===== src/hdl/rwh_pkg.sv =====
// Shared types, constants and tag tables for the RIFF WAVE header parser.
package rwh_pkg;

  localparam int OFFSET_BITS    = 32;
  localparam int MIN_FILE_BYTES = 44;

  localparam logic [31:0] TAG_FMT  = 32'h2074_6D66;
  localparam logic [31:0] TAG_DATA = 32'h6174_6164;
  localparam logic [31:0] FMT_MIN  = 32'd16;
  localparam logic [15:0] PCM_TAG  = 16'h0001;

  localparam logic [2:0] STATUS_OK         = 3'd0;
  localparam logic [2:0] STATUS_BAD_HEADER = 3'd1;
  localparam logic [2:0] STATUS_NO_FORMAT  = 3'd2;
  localparam logic [2:0] STATUS_NO_DATA    = 3'd3;
  localparam logic [2:0] STATUS_ZERO_FIELD = 3'd4;

  localparam int OPQ_DEPTH     = 4;
  localparam int OPQ_PTR_BITS  = $clog2(OPQ_DEPTH);
  localparam int OPQ_CNT_BITS  = $clog2(OPQ_DEPTH + 1);
  localparam int RESQ_DEPTH    = 2;
  localparam int RESQ_PTR_BITS = $clog2(RESQ_DEPTH);
  localparam int RESQ_CNT_BITS = $clog2(RESQ_DEPTH + 1);

  typedef enum logic [2:0] {
    PH_FILE,
    PH_HEAD,
    PH_BODY,
    PH_PAD,
    PH_HALT
  } phase_t;

  typedef struct packed {
    logic [7:0]  byte_val;
    logic        last;
    logic        hdr_bad;
    logic        short_file;
    logic        fmt_wr;
    logic [3:0]  fmt_idx;
    logic        clr_pend;
    logic        commit_fmt;
    logic        commit_data;
    logic [31:0] data_start;
    logic [31:0] data_len;
  } op_t;

  typedef struct packed {
    logic [2:0]  status;
    logic [15:0] channel_count;
    logic [31:0] sample_rate;
    logic [31:0] byte_rate;
    logic [15:0] frame_align;
    logic [15:0] sample_bits;
    logic [31:0] data_offset;
    logic [31:0] data_length;
  } result_t;

  function automatic logic [7:0] riff_byte(input logic [1:0] idx);
    logic [7:0] val;
    case (idx)
      2'd0:    val = 8'h52;
      2'd1:    val = 8'h49;
      default: val = 8'h46;
    endcase
    return val;
  endfunction

  function automatic logic [7:0] wave_byte(input logic [1:0] idx);
    logic [7:0] val;
    case (idx)
      2'd0:    val = 8'h57;
      2'd1:    val = 8'h41;
      2'd2:    val = 8'h56;
      default: val = 8'h45;
    endcase
    return val;
  endfunction

endpackage


===== src/hdl/rwh_front.sv =====
// Front end: tracks file offset and chunk framing and classifies each byte into an operation.
module rwh_front import rwh_pkg::*; (
  input  logic       clk,
  input  logic       rst,
  input  logic       take,
  input  logic [7:0] file_byte,
  input  logic       is_last,
  output op_t        op
);

  phase_t                 phase;
  phase_t                 phase_next;
  logic [OFFSET_BITS-1:0] pos;
  logic [2:0]             hdr_idx;
  logic [31:0]            tag;
  logic [31:0]            len;
  logic [31:0]            remain;
  logic [4:0]             body_idx;
  logic [31:0]            body_start;

  logic [31:0] tag_next;
  logic [31:0] len_next;
  logic [31:0] pos_inc;
  logic        pos_max;
  logic        head_done;
  logic        head_commit;
  logic        body_commit;

  assign pos_max   = &pos;
  assign pos_inc   = 32'(pos) + 32'd1;
  assign tag_next  = (phase == PH_HEAD && !hdr_idx[2]) ? {file_byte, tag[31:8]} : tag;
  assign len_next  = (phase == PH_HEAD && hdr_idx[2]) ? {file_byte, len[31:8]} : len;
  assign head_done = (phase == PH_HEAD) && (hdr_idx == 3'd7);
  assign head_commit = head_done && (len_next == 32'd0);
  assign body_commit = (phase == PH_BODY) && (remain == 32'd0);

  always_comb begin
    phase_next = phase;
    case (phase)
      PH_FILE: begin
        if (pos >= OFFSET_BITS'(11)) begin
          phase_next = PH_HEAD;
        end
      end
      PH_HEAD: begin
        if (head_done && len_next != 32'd0) begin
          phase_next = PH_BODY;
        end
      end
      PH_BODY: begin
        if (body_commit) begin
          phase_next = len[0] ? PH_PAD : PH_HEAD;
        end
      end
      PH_PAD: begin
        phase_next = PH_HEAD;
      end
      default: begin
        phase_next = PH_HALT;
      end
    endcase
    if (pos_max) begin
      phase_next = PH_HALT;
    end
  end

  always_comb begin
    op.byte_val   = file_byte;
    op.last       = is_last;
    op.hdr_bad    = (phase == PH_FILE) &&
                    ((pos < OFFSET_BITS'(4) && file_byte != riff_byte(pos[1:0])) ||
                     (pos >= OFFSET_BITS'(8) && pos < OFFSET_BITS'(12) &&
                      file_byte != wave_byte(pos[1:0])));
    op.short_file = pos < OFFSET_BITS'(MIN_FILE_BYTES - 1);
    op.fmt_wr     = (phase == PH_BODY) && (tag == TAG_FMT) && !body_idx[4];
    op.fmt_idx    = body_idx[3:0];
    op.clr_pend   = head_done;
    op.commit_fmt = body_commit && (tag == TAG_FMT) && (len >= FMT_MIN);
    op.commit_data = (head_commit && tag_next == TAG_DATA) ||
                     (body_commit && tag == TAG_DATA);
    op.data_start = head_commit ? pos_inc : body_start;
    op.data_len   = head_commit ? 32'd0 : len;
  end

  always_ff @(posedge clk) begin
    if (rst || (take && is_last)) begin
      phase    <= PH_FILE;
      pos      <= '0;
      hdr_idx  <= '0;
      body_idx <= '0;
    end else if (take) begin
      phase <= phase_next;
      if (!pos_max) begin
        pos <= pos + OFFSET_BITS'(1);
      end
      case (phase)
        PH_HEAD: begin
          tag     <= tag_next;
          len     <= len_next;
          hdr_idx <= hdr_idx + 3'd1;
          if (head_done) begin
            remain     <= len_next - 32'd1;
            body_idx   <= '0;
            body_start <= pos_inc;
          end
        end
        PH_BODY: begin
          remain <= remain - 32'd1;
          if (!body_idx[4]) begin
            body_idx <= body_idx + 5'd1;
          end
        end
        default: begin
          hdr_idx <= '0;
        end
      endcase
    end
  end

endmodule


===== src/hdl/rwh_op_queue.sv =====
// Short queue of classified byte operations between the front and back ends.
module rwh_op_queue import rwh_pkg::*; (
  input  logic clk,
  input  logic rst,
  input  logic push,
  input  op_t  din,
  input  logic pop,
  output op_t  dout,
  output logic empty,
  output logic full
);

  op_t                     mem [OPQ_DEPTH];
  logic [OPQ_PTR_BITS-1:0] wptr;
  logic [OPQ_PTR_BITS-1:0] rptr;
  logic [OPQ_CNT_BITS-1:0] count;
  logic                    do_push;
  logic                    do_pop;

  assign empty   = (count == '0);
  assign full    = (count == OPQ_CNT_BITS'(OPQ_DEPTH));
  assign do_push = push && !full;
  assign do_pop  = pop && !empty;
  assign dout    = mem[rptr];

  always_ff @(posedge clk) begin
    if (do_push) begin
      mem[wptr] <= din;
    end
  end

  always_ff @(posedge clk) begin
    if (rst) begin
      wptr  <= '0;
      rptr  <= '0;
      count <= '0;
    end else begin
      if (do_push) begin
        wptr <= (wptr == OPQ_PTR_BITS'(OPQ_DEPTH - 1)) ? '0 : wptr + OPQ_PTR_BITS'(1);
      end
      if (do_pop) begin
        rptr <= (rptr == OPQ_PTR_BITS'(OPQ_DEPTH - 1)) ? '0 : rptr + OPQ_PTR_BITS'(1);
      end
      if (do_push && !do_pop) begin
        count <= count + OPQ_CNT_BITS'(1);
      end else if (do_pop && !do_push) begin
        count <= count - OPQ_CNT_BITS'(1);
      end
    end
  end

endmodule


===== src/hdl/rwh_back.sv =====
// Back end: collects format and data chunk fields, builds the status word and buffers results.
module rwh_back import rwh_pkg::*; (
  input  logic    clk,
  input  logic    rst,
  input  logic    op_valid,
  input  op_t     op,
  output logic    op_pop,
  input  logic    res_pop,
  output logic    res_empty,
  output result_t res
);

  logic         header_good;
  logic [127:0] pend;
  logic [127:0] saved;
  logic         format_good;
  logic         data_seen;
  logic [31:0]  data_start;
  logic [31:0]  data_bytes;

  logic         header_good_next;
  logic [127:0] pend_next;
  logic [127:0] saved_next;
  logic         format_good_next;
  logic         data_seen_next;
  logic [31:0]  data_start_next;
  logic [31:0]  data_bytes_next;
  result_t      res_new;

  result_t                  rbuf [RESQ_DEPTH];
  logic [RESQ_PTR_BITS-1:0] wptr;
  logic [RESQ_PTR_BITS-1:0] rptr;
  logic [RESQ_CNT_BITS-1:0] rcount;
  logic                     res_full;
  logic                     res_push;
  logic                     res_take;

  assign res_full  = (rcount == RESQ_CNT_BITS'(RESQ_DEPTH));
  assign res_empty = (rcount == '0);
  assign res_take  = res_pop && !res_empty;
  assign op_pop    = op_valid && !(op.last && res_full);
  assign res_push  = op_pop && op.last;
  assign res       = rbuf[rptr];

  always_comb begin
    header_good_next = header_good && !op.hdr_bad;
    pend_next        = op.clr_pend ? '0 : pend;
    if (op.fmt_wr) begin
      pend_next[{op.fmt_idx, 3'b000} +: 8] = op.byte_val;
    end
    saved_next       = saved;
    format_good_next = format_good;
    data_seen_next   = data_seen;
    data_start_next  = data_start;
    data_bytes_next  = data_bytes;
    if (op.commit_fmt) begin
      saved_next       = pend_next;
      format_good_next = (pend_next[15:0] == PCM_TAG);
    end
    if (op.commit_data) begin
      data_seen_next  = 1'b1;
      data_start_next = op.data_start;
      data_bytes_next = op.data_len;
    end
  end

  always_comb begin
    res_new.channel_count = saved_next[31:16];
    res_new.sample_rate   = saved_next[63:32];
    res_new.byte_rate     = saved_next[95:64];
    res_new.frame_align   = saved_next[111:96];
    res_new.sample_bits   = saved_next[127:112];
    res_new.data_offset   = data_start_next;
    res_new.data_length   = data_bytes_next;
    if (!header_good_next || op.short_file) begin
      res_new.status = STATUS_BAD_HEADER;
    end else if (!format_good_next) begin
      res_new.status = STATUS_NO_FORMAT;
    end else if (!data_seen_next || data_bytes_next == 32'd0) begin
      res_new.status = STATUS_NO_DATA;
    end else if (saved_next[31:16] == 16'd0 || saved_next[63:32] == 32'd0) begin
      res_new.status = STATUS_ZERO_FIELD;
    end else begin
      res_new.status = STATUS_OK;
    end
    if (res_new.status == STATUS_BAD_HEADER) begin
      res_new.channel_count = '0;
      res_new.sample_rate   = '0;
      res_new.byte_rate     = '0;
      res_new.frame_align   = '0;
      res_new.sample_bits   = '0;
      res_new.data_offset   = '0;
      res_new.data_length   = '0;
    end
  end

  always_ff @(posedge clk) begin
    if (rst || res_push) begin
      header_good <= 1'b1;
      pend        <= '0;
      saved       <= '0;
      format_good <= 1'b0;
      data_seen   <= 1'b0;
      data_start  <= '0;
      data_bytes  <= '0;
    end else if (op_pop) begin
      header_good <= header_good_next;
      pend        <= pend_next;
      saved       <= saved_next;
      format_good <= format_good_next;
      data_seen   <= data_seen_next;
      data_start  <= data_start_next;
      data_bytes  <= data_bytes_next;
    end
  end

  always_ff @(posedge clk) begin
    if (res_push) begin
      rbuf[wptr] <= res_new;
    end
  end

  always_ff @(posedge clk) begin
    if (rst) begin
      wptr   <= '0;
      rptr   <= '0;
      rcount <= '0;
    end else begin
      if (res_push) begin
        wptr <= (wptr == RESQ_PTR_BITS'(RESQ_DEPTH - 1)) ? '0 : wptr + RESQ_PTR_BITS'(1);
      end
      if (res_take) begin
        rptr <= (rptr == RESQ_PTR_BITS'(RESQ_DEPTH - 1)) ? '0 : rptr + RESQ_PTR_BITS'(1);
      end
      if (res_push && !res_take) begin
        rcount <= rcount + RESQ_CNT_BITS'(1);
      end else if (res_take && !res_push) begin
        rcount <= rcount - RESQ_CNT_BITS'(1);
      end
    end
  end

endmodule


===== src/hdl/riff_wave_header_parser_core.sv =====
// Top level of the RIFF WAVE header parser: front end, operation queue and back end.
// Throughput is one file word per cycle while full is low; full rises only when the
// four-entry operation queue fills because results are not being popped.
// A result appears on the output ports once the final word has passed the operation queue and the result buffer.
// Synchronous active-high reset empties both queues and returns the parser to the file header.
// After each final word the parser returns to that same state for the next file.
module riff_wave_header_parser_core import rwh_pkg::*; (
  input  logic        clk,
  input  logic        rst,
  input  logic        push,
  output logic        full,
  input  logic [7:0]  file_byte,
  input  logic        is_last,
  output logic        empty,
  input  logic        pop,
  output logic [2:0]  status,
  output logic [15:0] channel_count,
  output logic [31:0] sample_rate,
  output logic [31:0] byte_rate,
  output logic [15:0] frame_align,
  output logic [15:0] sample_bits,
  output logic [31:0] data_offset,
  output logic [31:0] data_length
);

  op_t     front_op;
  op_t     queue_op;
  logic    queue_empty;
  logic    queue_pop;
  logic    take;
  result_t res;

  assign take = push && !full;

  rwh_front u_front (
    .clk       (clk),
    .rst       (rst),
    .take      (take),
    .file_byte (file_byte),
    .is_last   (is_last),
    .op        (front_op)
  );

  rwh_op_queue u_queue (
    .clk   (clk),
    .rst   (rst),
    .push  (take),
    .din   (front_op),
    .pop   (queue_pop),
    .dout  (queue_op),
    .empty (queue_empty),
    .full  (full)
  );

  rwh_back u_back (
    .clk       (clk),
    .rst       (rst),
    .op_valid  (!queue_empty),
    .op        (queue_op),
    .op_pop    (queue_pop),
    .res_pop   (pop),
    .res_empty (empty),
    .res       (res)
  );

  assign status        = res.status;
  assign channel_count = res.channel_count;
  assign sample_rate   = res.sample_rate;
  assign byte_rate     = res.byte_rate;
  assign frame_align   = res.frame_align;
  assign sample_bits   = res.sample_bits;
  assign data_offset   = res.data_offset;
  assign data_length   = res.data_length;

endmodule


===== config.mk =====
export PLATFORM = sky130hd
export DESIGN_NAME = riff_wave_header_parser_core
export DESIGN_NICKNAME = d
export VERILOG_FILES = /design/src/hdl/rwh_pkg.sv /design/src/hdl/rwh_front.sv /design/src/hdl/rwh_op_queue.sv /design/src/hdl/rwh_back.sv /design/src/hdl/riff_wave_header_parser_core.sv
export SDC_FILE = /design/constraint.sdc
export NUM_CORES = 2
export LEC_CHECK = 0
export BUFFER_PORTS_ARGS = -buffer_cell sky130_fd_sc_hd__buf_4
export CAP_MARGIN = 25
export CORE_MARGIN = 1
export CORE_UTILIZATION = 56
export DETAILED_ROUTE_END_ITERATION = 10
export HOLD_SLACK_MARGIN = 0.02
export PLACE_DENSITY = 0.76
export SYNTH_ARGS = -nofsm -noshare
export SYNTH_HDL_FRONTEND = slang
export SYNTH_HIERARCHICAL = 1
export SYNTH_SLANG_ARGS = --single-unit

===== constraint.sdc =====
create_clock -name clk -period 11.05 [get_ports clk]
set_clock_uncertainty 0.1 [all_clocks]
set_input_delay 3.315 -clock clk [delete_from_list [all_inputs] [get_ports clk]]
set_output_delay 3.315 -clock clk [all_outputs]
set_load 0.02 [all_outputs]

==> flow_summary.ini <==
[run_status]
outcome = complete, no violations

[sta]
setup_tns_ps = 0
worst_slew_pin_slew_ps = 1168
finalCriticalPeriod_ps = 6579
rsz0062_at_grt = false
fmax_mhz = 152.0
fin_crit_sh_pct = 59.54
setup_ws_ps = 4471
relSlewSlack_pct = 22.13
drv_slew = 0
setup_viol = 0
hold_violations = 0

[synth]
ys_ff_latch = 1182
synth_edf_count = 818
synth-main-ff-cell = edfxtp_1
synth_seq_area_share_pct = 63.00
ys_warn_count = 6
async_flop_share_pct = 0
yosysMostFrequentCell = edfxtp_1
synth_fp_nets = 4070
postSynthAreaPerCell_um2 = 12.53
synthTopCellsByCount = edfxtp_1 (818), nor2_1 (543), dfxtp_1 (364), nand2_1 (360), a21oi_1 (233)
synth.cell_area_um2 = 50550
synth_area_leader_cell = edfxtp_1
yosysTopAreaCellShare_pct = 48.59
synthCells = 4036
ys_types = 98
synth.area.top_cells = edfxtp_1 (49%), dfxtp_1 (14%), mux2_2 (5.1%), nor2_1 (4.0%), mux4_2 (3.7%)

[global_routing]
grt_overflow = 0
grt_first_pass_wirelength_mm = 180.8
grt_pass1_vias = 31549
antenna_found_initial = 1
met2_usage_pct = 42.37
use_met1_pct = 33.55
top_usage_layer = met2
grt_max_degree = 236
grtUsageMet3_pct = 4.626
grt_usage_pct = 25.38

[route]
route.antenna.remaining_nets = 0
drtIter0Drc = 3368
avgViaCountPerCell = 6.174
vias = 33005
wl_mm = 117.7
drt_pre_antenna_iters = 6
drc = 0
wire_per_inst_um = 22.01

[final_layout]
fin_util_pct = 63.55
fin_cells = 5346
syn2layout_area_growth_pct = 11.78
final.fill_count = 6465
multi_input_area_um2 = 17300
post_route_cells_drive_above_1_share_pct = 19.18
seq_area_um2 = 31860
diodes = 0
finalNetCount = 4115

[setup_path]
cp.required_ps = 7640
endpoint_kind = output pin
timing_worst_setup_path_type = register to output pin
worstRegToRegCells = 11
crit_arrival_ps = 3160
start_kind = register
crit_fanout = 70

[placement]
io_buffers = 193
dp.cells = 5126
place_congestion = 0.8756
dp_hpwl_mm = 73.21
post-place-ws_ps = 4928

[clocking]
postCtsHoldBufs = 0
cts_num_sinks = 1182
postCtsSetupBuffers = 0
clk_pin_slew_ps = 60
cts_tree = yes
cts_resized = 0
clock_path_buffers = 3
cts_made_buffers = 114
clk_latency_ps = 700
h-tree-depth = 3
ctsRootBufferMaster = clkbuf_16

[floorplanning]
core.rowCount = 109
die_x_um = 302.5
die_area_um2 = 91480
ios = 194
start_util_pct = 56.85
core_area_um2 = 88920
die_h_um = 302.5

[hold_path]
min_path_type = register to register
worstHoldPathCells = 2

[flow_run]
maxCapViolations = 0

[power_and_ir_drop]
power_leakage_nw = 19.08
p_per_area_nw_per_um2 = 268.8
vdd_drop_max_uv = 187.4
-- cells in the final DEF (no fill, tap or decap), types with 32 or more instances in the layout --
| master | n |
|---|---|
| mux4_2 | 81 |
| buf_4 | 235 |
| edfxtp_1 | 818 |
| o21ai_0 | 42 |
| nand3_1 | 39 |
| xnor2_1 | 42 |
| a22oi_1 | 136 |
| nor4_1 | 50 |
| a21oi_1 | 233 |
| nor2_1 | 541 |
| nor2b_1 | 32 |
| nand2_1 | 357 |
| xor2_1 | 39 |
| dfxtp_1 | 361 |
| mux2i_1 | 88 |
| a211oi_1 | 166 |
| clkbuf_16 | 119 |
| mux2_2 | 227 |
| nand4_1 | 38 |
-- final timing paths --
kind | from | end | slack, ps
min | u_back/data_start[23]$_SDFFE_PP0P_ | u_back/data_start[23]$_SDFFE_PP0P_ | 350
max reg2reg | register | u_back/rbuf[1][178]$_DFFE_PP_ | 5120
max | register | data_offset[5] | 4470
min reg2reg | u_back/data_start[23]$_SDFFE_PP0P_ | u_back/data_start[23]$_SDFFE_PP0P_ | 350
-- per-layer routing --
metal / wire, µm / part of all wire [%]
met1: 47010 / 40
met3: 9139 / 7.8
met4: 3278 / 2.8
met2: 58250 / 49
met5: 13 / 0.011
-- cell families after synthesis --
family | Yosys count | share of synthesized area (%)
AO/OA/AOI/OAI | 706 | 9.363
AND/OR/NAND/NOR | 1298 | 12.05
flip-flops | 1182 | 63.00
buffers and inverters | 345 | 2.960
XOR/XNOR | 81 | 1.403
adder cells (fa/ha/maj) | 21 | 0.5346
multiplexers | 403 | 10.69
-- sequential cells by signal, summed over array words and instances, names as in the netlist, named ones only --
signal	cells
u_back/data_bytes	32
u_back/data_seen	1
u_back/data_start	32
u_back/format_good	1
u_back/header_good	1
u_back/pend	128
u_back/rbuf	358
u_back/rcount	2
u_back/rptr	1
u_back/saved	112
u_back/wptr	1
u_front/body_idx	5
u_front/body_start	32
u_front/hdr_idx	3
u_front/len	32
u_front/phase	3
u_front/pos	32
u_front/remain	32
u_front/tag	32
u_queue/count	3
u_queue/mem	332
u_queue/rptr	2
u_queue/wptr	2
-- report_power, final --
group | switching, mW | internal (mW)
clock network | 1.67 | 2.26
logic | 3.46 | 1.80
registers | 0.334 | 5.67
total | 5.47 | 9.73
-- through the flow --
step                hold WS, ps  power, mW  area, µm²
global route              367.3      15.86      56510
floorplan                 326.4      9.675      50550
detailed placement        346.1      11.25      52560
finish                    354.3      15.19      56510
global placement          340.9      11.13      52550
CTS                       354.6      15.18      56400
-- worst max-delay path: stages (launching register included) --
cell     delay (ps)
dfxtp_4         950
buf_4           790
mux2_2          420
buf_4           160
-- layout make-up --
class                           instances  area share [%]
Inverter                               33          0.2568
Clock inverter                         68           1.112
Multi-Input combinational cell       2509           30.62
Clock buffer                          148           5.675
Tap cell                             1165           2.580
Sequential cell                      1182           56.38
Timing Repair Buffer                  241           3.372
(Power assumes the default switching activity.)
